`src/hw/rtl/prc_pkg.sv`:
```
// ----------------------------------------------------------------------------
// prc_pkg: shared types and constants for the proximity repetition counter
// Register indexes, register reset values, field widths and bundles that are
// passed between the top level and the counting core.
// ----------------------------------------------------------------------------
package prc_pkg;

  // Field widths
  localparam int DIST_W  = 10;  // input reading
  localparam int LVL_W   = 6;   // clamped reading and 6-bit registers
  localparam int THR_W   = 8;   // thresholds and absence limit
  localparam int COUNT_W = 8;   // visible count
  localparam int CFG_IDX_W  = 3;
  localparam int CFG_DATA_W = 8;

  // Register indexes
  localparam logic [CFG_IDX_W-1:0] REG_DOWN_THR  = 3'd0;
  localparam logic [CFG_IDX_W-1:0] REG_UP_THR    = 3'd1;
  localparam logic [CFG_IDX_W-1:0] REG_MAX_DIST  = 3'd2;
  localparam logic [CFG_IDX_W-1:0] REG_JUMP_LIM  = 3'd3;
  localparam logic [CFG_IDX_W-1:0] REG_BOTTOM    = 3'd4;
  localparam logic [CFG_IDX_W-1:0] REG_ABSENCE   = 3'd5;

  // Register reset values
  localparam logic [THR_W-1:0] RST_DOWN_THR = 8'd15;
  localparam logic [THR_W-1:0] RST_UP_THR   = 8'd30;
  localparam logic [LVL_W-1:0] RST_MAX_DIST = 6'd50;
  localparam logic [LVL_W-1:0] RST_JUMP_LIM = 6'd10;
  localparam logic [LVL_W-1:0] RST_BOTTOM   = 6'd5;
  localparam logic [THR_W-1:0] RST_ABSENCE  = 8'd20;

  // Absence counter ceiling
  localparam logic [THR_W-1:0] ABSENCE_MAX = 8'hFF;

  // Configuration bundle
  typedef struct packed {
    logic [THR_W-1:0] down_thr;
    logic [THR_W-1:0] up_thr;
    logic [LVL_W-1:0] max_dist;
    logic [LVL_W-1:0] jump_lim;
    logic [LVL_W-1:0] bottom;
    logic [THR_W-1:0] absence_lim;
  } cfg_t;

  // Result bundle
  typedef struct packed {
    logic [COUNT_W-1:0] count_low;
    logic               rep_done;
  } res_t;

endpackage

```
`src/hw/rtl/prc_core.sv`:
```
// ----------------------------------------------------------------------------
// prc_core: repetition counting state and next-state logic
// Holds phase, count, previous reading, the absence counter and the jump and
// steady flags. Computes the result of the request offered on step_dist and
// commits the new state when step_en is high.
// ----------------------------------------------------------------------------
module prc_core (
  input  logic                        clk,
  input  logic                        rst_n,
  input  logic                        step_en,
  input  logic [prc_pkg::DIST_W-1:0]  step_dist,
  input  prc_pkg::cfg_t               cfg,
  output prc_pkg::res_t               res
);

  typedef enum logic [1:0] {
    PH_UP     = 2'd0,
    PH_DESC   = 2'd1,
    PH_BOTTOM = 2'd2,
    PH_ASC    = 2'd3
  } phase_t;

  phase_t                              phase_r, phase_nxt;
  logic [prc_pkg::COUNT_W-1:0]         count_r, count_nxt;
  logic [prc_pkg::LVL_W-1:0]           prev_r, prev_nxt;
  logic [prc_pkg::THR_W-1:0]           absence_r, absence_nxt;
  logic                                jump_r, jump_nxt;
  logic                                steady_r, steady_nxt;
  logic                                done;

  logic [prc_pkg::LVL_W-1:0]           d_clamp;
  logic [prc_pkg::LVL_W-1:0]           d_diff;
  logic [prc_pkg::LVL_W:0]             d_sum;
  logic [prc_pkg::LVL_W-1:0]           d_use;
  logic [prc_pkg::THR_W-1:0]           d_ext;
  logic                                is_jump;
  logic                                skip;

  // Clamp, jump filter and averaging
  always_comb begin
    if (step_dist > {{(prc_pkg::DIST_W-prc_pkg::LVL_W){1'b0}}, cfg.max_dist}) begin
      d_clamp = cfg.max_dist;
    end else begin
      d_clamp = step_dist[prc_pkg::LVL_W-1:0];
    end
    d_diff  = (d_clamp > prev_r) ? (d_clamp - prev_r) : (prev_r - d_clamp);
    is_jump = (prev_r != '0) && (d_diff > cfg.jump_lim);
    d_sum   = {1'b0, d_clamp} + {1'b0, prev_r};
    // second jump in a row: average with the previous stable reading
    d_use   = (is_jump && jump_r) ? d_sum[prc_pkg::LVL_W:1] : d_clamp;
    d_ext   = {{(prc_pkg::THR_W-prc_pkg::LVL_W){1'b0}}, d_use};
  end

  // Next state
  always_comb begin
    phase_nxt   = phase_r;
    count_nxt   = count_r;
    prev_nxt    = prev_r;
    absence_nxt = absence_r;
    jump_nxt    = jump_r;
    steady_nxt  = steady_r;
    done        = 1'b0;
    skip        = 1'b0;

    if (step_dist == '0) begin
      // no object: count toward absence, fall back to up after a long gap
      if (absence_r != prc_pkg::ABSENCE_MAX) begin
        absence_nxt = absence_r + 1'b1;
      end
      if ((absence_nxt >= cfg.absence_lim) && (phase_r != PH_UP)) begin
        phase_nxt  = PH_UP;
        steady_nxt = 1'b0;
      end
    end else begin
      absence_nxt = '0;
      if (is_jump) begin
        // first jump is dropped, second one is averaged
        jump_nxt = ~jump_r;
        skip     = ~jump_r;
      end else if (prev_r != '0) begin
        jump_nxt = 1'b0;
      end

      if (!skip) begin
        case (phase_r)
          PH_UP: begin
            if (d_ext <= cfg.down_thr) begin
              phase_nxt = PH_DESC;
            end
          end
          PH_DESC: begin
            if ((d_ext <= cfg.down_thr) && (d_use != '0)) begin
              if (d_use <= cfg.bottom) begin
                phase_nxt = PH_BOTTOM;
              end
            end else if (d_ext > cfg.up_thr) begin
              phase_nxt = PH_UP;
            end
          end
          PH_BOTTOM: begin
            if (d_ext >= cfg.up_thr) begin
              phase_nxt  = PH_ASC;
              steady_nxt = 1'b0;
            end
          end
          PH_ASC: begin
            if (d_ext >= cfg.up_thr) begin
              if (d_use == prev_r) begin
                if (steady_r) begin
                  count_nxt  = count_r + 1'b1;
                  done       = 1'b1;
                  phase_nxt  = PH_UP;
                  steady_nxt = 1'b0;
                end else begin
                  steady_nxt = 1'b1;
                end
              end else begin
                steady_nxt = 1'b0;
              end
            end else if (d_ext <= cfg.down_thr) begin
              phase_nxt  = PH_BOTTOM;
              steady_nxt = 1'b0;
            end
          end
          default: begin
            phase_nxt = PH_UP;
          end
        endcase
        prev_nxt = d_use;
      end
    end
  end

  assign res.count_low = count_nxt;
  assign res.rep_done  = done;

  // Commit state on each processed request
  always_ff @(posedge clk) begin
    if (!rst_n) begin
      phase_r   <= PH_UP;
      count_r   <= '0;
      prev_r    <= '0;
      absence_r <= '0;
      jump_r    <= 1'b0;
      steady_r  <= 1'b0;
    end else if (step_en) begin
      phase_r   <= phase_nxt;
      count_r   <= count_nxt;
      prev_r    <= prev_nxt;
      absence_r <= absence_nxt;
      jump_r    <= jump_nxt;
      steady_r  <= steady_nxt;
    end
  end

endmodule

```
`src/hw/rtl/proximity_rep_counter_top.sv`:
```
// ----------------------------------------------------------------------------
// proximity_rep_counter_top: counts down-and-up repetitions from readings
// Input register, counting core and result register, plus the register file.
// ----------------------------------------------------------------------------
// Throughput: one reading per cycle while out_ready keeps the result register free.
// The input and result registers run as a two-stage pipe under ready/valid.
// Reset (synchronous, rst_n low): phase up, count and counters zero,
// registers to their defaults, both pipe stages empty.
module proximity_rep_counter_top (
  input  logic                           clk,
  input  logic                           rst_n,
  input  logic                           in_valid,
  output logic                           in_ready,
  input  logic [prc_pkg::DIST_W-1:0]     in_distance,
  output logic                           out_valid,
  input  logic                           out_ready,
  output logic [prc_pkg::COUNT_W-1:0]    out_count_low,
  output logic                           out_rep_done,
  input  logic                           cfg_we,
  input  logic [prc_pkg::CFG_IDX_W-1:0]  cfg_index,
  input  logic [prc_pkg::CFG_DATA_W-1:0] cfg_data
);

  prc_pkg::cfg_t                       cfg_r;
  logic                                s1_valid_r;
  logic [prc_pkg::DIST_W-1:0]          s1_dist_r;
  logic                                out_valid_r;
  prc_pkg::res_t                       out_res_r;
  prc_pkg::res_t                       core_res;
  logic                                advance;

  // Register file
  always_ff @(posedge clk) begin
    if (!rst_n) begin
      cfg_r.down_thr    <= prc_pkg::RST_DOWN_THR;
      cfg_r.up_thr      <= prc_pkg::RST_UP_THR;
      cfg_r.max_dist    <= prc_pkg::RST_MAX_DIST;
      cfg_r.jump_lim    <= prc_pkg::RST_JUMP_LIM;
      cfg_r.bottom      <= prc_pkg::RST_BOTTOM;
      cfg_r.absence_lim <= prc_pkg::RST_ABSENCE;
    end else if (cfg_we) begin
      case (cfg_index)
        prc_pkg::REG_DOWN_THR: cfg_r.down_thr    <= cfg_data;
        prc_pkg::REG_UP_THR:   cfg_r.up_thr      <= cfg_data;
        prc_pkg::REG_MAX_DIST: cfg_r.max_dist    <= cfg_data[prc_pkg::LVL_W-1:0];
        prc_pkg::REG_JUMP_LIM: cfg_r.jump_lim    <= cfg_data[prc_pkg::LVL_W-1:0];
        prc_pkg::REG_BOTTOM:   cfg_r.bottom      <= cfg_data[prc_pkg::LVL_W-1:0];
        prc_pkg::REG_ABSENCE:  cfg_r.absence_lim <= cfg_data;
        default: begin
        end
      endcase
    end
  end

  // Advance the held request when the result register is free
  assign advance  = s1_valid_r && (!out_valid_r || out_ready);
  assign in_ready = !s1_valid_r || advance;

  // Input register
  always_ff @(posedge clk) begin
    if (!rst_n) begin
      s1_valid_r <= 1'b0;
    end else if (in_ready) begin
      s1_valid_r <= in_valid;
    end
  end

  always_ff @(posedge clk) begin
    if (in_valid && in_ready) begin
      s1_dist_r <= in_distance;
    end
  end

  prc_core u_core (
    .clk       (clk),
    .rst_n     (rst_n),
    .step_en   (advance),
    .step_dist (s1_dist_r),
    .cfg       (cfg_r),
    .res       (core_res)
  );

  // Result register
  always_ff @(posedge clk) begin
    if (!rst_n) begin
      out_valid_r <= 1'b0;
    end else if (advance) begin
      out_valid_r <= 1'b1;
    end else if (out_ready) begin
      out_valid_r <= 1'b0;
    end
  end

  always_ff @(posedge clk) begin
    if (advance) begin
      out_res_r <= core_res;
    end
  end

  assign out_valid     = out_valid_r;
  assign out_count_low = out_res_r.count_low;
  assign out_rep_done  = out_res_r.rep_done;

endmodule

```
`config.mk`:
```
export PLATFORM = sky130hd
export DESIGN_NAME = proximity_rep_counter_top
export DESIGN_NICKNAME = d
export VERILOG_FILES = /design/src/hw/rtl/prc_pkg.sv /design/src/hw/rtl/prc_core.sv /design/src/hw/rtl/proximity_rep_counter_top.sv
export SDC_FILE = /design/constraint.sdc
export NUM_CORES = 1
export LEC_CHECK = 0
export ABC_AREA = 1
export BUFFER_PORTS_ARGS = -buffer_cell sky130_fd_sc_hd__buf_2
export CAP_MARGIN = 20
export CORE_MARGIN = 2
export CORE_UTILIZATION = 30
export DETAILED_ROUTE_END_ITERATION = 8
export PLACE_DENSITY = 0.46
export REMOVE_ABC_BUFFERS = 1
export SYNTH_ARGS = -nofsm -noshare
export SYNTH_HDL_FRONTEND = slang
export SYNTH_SLANG_ARGS = --single-unit
export TNS_END_PERCENT = 50
```
`constraint.sdc`:
```
create_clock -name clk -period 11.94 [get_ports clk]
set_clock_uncertainty 0.15 [all_clocks]
set_input_delay 0.597 -clock clk [delete_from_list [all_inputs] [get_ports clk]]
set_output_delay 0.597 -clock clk [all_outputs]
set_load 0.03 [all_outputs]
```
==> results_dict.tcl <==
set metrics [dict create \
    fmax_mhz 142 \
    drcViolationCount 0 \
    min_delay_worst_endpoint "s1_dist_r[3]" \
    slowest_delay_ns 0.46 \
    synth_edf_count 19 \
    synth-adder-area-share_pct 13.5 \
    synth.avg_cell_area_um2 7.34 \
    hp-start "in_distance[3]" \
    synth_top_family_by_area "simple AND/OR/NAND/NOR gates" \
    synthArstFlopShare_pct 0 \
    area_growth_pct 12.9 \
    arrival_ns 7.00 \
    core_um2 18700 \
    cts_hold_buffers 0 \
    synthesis.area_um2 5710 \
    grt_setup_unrepaired "false" \
    reg2reg_slack_ns 4.90 \
    hold_path_depth 1 \
    viasPerCell 4.57 \
    root_buffer "clkbuf_16" \
    ys_seq_elements 89 \
    vias 4801 \
    seq_area_frac_synth_pct 34.5 \
    post_cts_buffers 0 \
    cts_buffer_depth 2 \
    row_count 50 \
    ys_types 40 \
    io_pins 37 \
    postRouteWirelength_um 14500 \
    crit_path_end_kind "register" \
    worst_r2r_path_depth 41 \
    period_share_pct 59.0 \
    synth_compound_area_share_pct 14.2 \
    globalplace.congestion 0.862 \
    post_cts_resized 0 \
    synth_xor_xnor_area_share_pct 2.30 \
    yosys.area_share.simple_pct 24.6 \
    crit_type "register to register" \
    mostFrequentLayoutCells "nand2_1 (148), inv_1 (133), dfxtp_1 (70), nor2_1 (66), a21oi_1 (64)" \
    p_leak_nw 3.17 \
    r2r-end "out_count_low[2]" \
    nNetsFinal 898 \
    die_width_um 142 \
    final_common_cell "nand2_1" \
    nFillCells 1977 \
    drtIter0Drc 160 \
    start_util_pct 30.5 \
    port_buffers 36 \
    antennaDiodeCount 0 \
    final_cells 1051 \
    grt_pass1_wl_um 23700 \
    crit_path_frequent_cell "nand2_1" \
    max_slew_margin_pct 35.4 \
    cts_tree "done" \
    whs_ns 0.272 \
    peakVddDrop_mv 0.0816 \
    grt_overflow 0 \
    drtAntennaViolNets 0 \
    routedWlPerCell_um 13.8 \
    hold_viol 0 \
    antenna_found_initial 0 \
    drive_gt1_share_pct 10.5 \
    hold_class "primary input to register" \
    cp_max_fo 8 \
    clk_pin_slew_ns 0.07 \
    htreeDepth 3 \
    fin_crit_ns 7.04 \
    synth_flop_cell "dfxtp_1" \
    tightestPinTransition_ns 0.968 \
    clk-insertion-delay-late_ns 0.35 \
    tns_ns 0 \
    syn_inst 778 \
    firstDrtPassIters 4 \
    dp_hpwl_um 11100 \
    die_h_um 142 \
    grt_max_degree 49 \
    clock_sinks 89 \
    grt_pass1_vias 4599 \
    die_area_um2 20200 \
    power_density_nw_per_um2 152 \
    r2r-start "s1_dist_r[5]" \
    yosysWarnings 0 \
    run_status "completed" \
    seq_area_um2 1970 \
    setup_viol 0 \
    multi_input_area_um2 3140 \
    cts-buffers-inserted 9 \
    crit_path_start_kind "register" \
    synthMuxAreaShare_pct 0.372 \
    required_ns 11.90 \
    gr-usage-all-layers_pct 15.0 \
    report.final.slew_viol_count 0 \
    cap_viol_max_count 0 \
    crit_slowest_cell "ha_1" \
    placed_cells 1035 \
]
[critical path, delay by kind of cell (launching register included)]
family                     cells  cell delay (ns)
and+or+nand+nor               27             3.43
adders and majority gates      4             1.37
AOI/OAI and AO/OA              5             0.82
DFF                            1             0.45
buffers and inverters          4             0.39
xor gates and xnor gates       1             0.18
[final cells by class]
cell class | count | share of cell area (%)
multi-input cells | 531 | 48.8
flip-flops and latches | 89 | 30.6
inverters | 144 | 8.38
well taps | 234 | 4.54
clock buffers | 12 | 4.33
repair buffers | 37 | 2.91
clock inverters | 4 | 0.485
[through the flow]
step	utilization [%]	setup WS [ns]	total power, mW	area [um2]
after global placement	32.8	4.90	0.696	6140
after CTS	34.5	4.91	0.991	6450
after floorplan	-	5.89	0.599	5660
after global routing	34.5	4.15	1.05	6450
final	34.5	4.90	0.979	6450
after detailed placement	32.8	4.94	0.688	6140
[registers in the layout, indices dropped and copies added (netlist names), 2 cells and up]
register          count
cfg_r                42
s1_dist_r            10
out_count_low         8
u_core.absence_r      8
u_core.count_r        8
u_core.prev_r         6
u_core.phase_r        2
[synth_stat cells, types with 4 or more instances]
cell | instances | area share [%]
a21oi_1 | 64 | 5.6
nand2_2 | 7 | 0.77
dfxtp_1 | 70 | 25
inv_1 | 133 | 8.7
o21ai_0 | 53 | 4.6
nor3_1 | 5 | 0.44
inv_2 | 9 | 0.59
o21bai_1 | 6 | 0.79
nand3_1 | 46 | 4.0
nand2_4 | 4 | 0.79
ha_1 | 57 | 12
xor2_1 | 12 | 1.8
edfxtp_1 | 19 | 10
nand2_1 | 148 | 9.7
o211ai_1 | 13 | 1.7
clkbuf_1 | 12 | 0.79
nor2_1 | 66 | 4.3
o21ai_1 | 7 | 0.61
nand4_1 | 12 | 1.3
nand3_2 | 4 | 0.70
nor2_2 | 4 | 0.44
[cells by family after synthesis]
group,Yosys count
simple gates,305
buf+inv,158
compound gates,149
flops,89
fa+ha+maj,60
xor+xnor,15
mux,2
[power breakdown]
group          total (mW)  switching, mW  internal [mW]
logic               0.335          0.221          0.114
clock network       0.298          0.129          0.168
registers           0.346         0.0192          0.327
[worst max path at each step]
stage                       from                to  slack [ns]  depth (start not counted)
floorplan           s1_dist_r[5]  out_count_low[2]        5.89                         42
global placement    s1_dist_r[3]  out_count_low[2]        4.90                         41
detailed placement  s1_dist_r[5]  out_count_low[2]        4.94                         41
CTS                 s1_dist_r[5]  out_count_low[2]        4.91                         41
global route        s1_dist_r[5]  out_count_low[2]        4.15                         45
finish              s1_dist_r[5]  out_count_low[2]        4.90                         41
[routing by layer]
| layer | wire, um | GRT usage [%] | vias to the layer above |
|---|---|---|---|
| met3 | 362 | 2.86 | 10 |
| met4 | 182 | 3.74 | 0 |
| met5 | 0 | 0 | - |
| met1 | 7700 | 21.3 | 2152 |
| li1 | - | - | 2586 |
| met2 | 6210 | 23.4 | 53 |
Power figures use the tool's default switching activity.
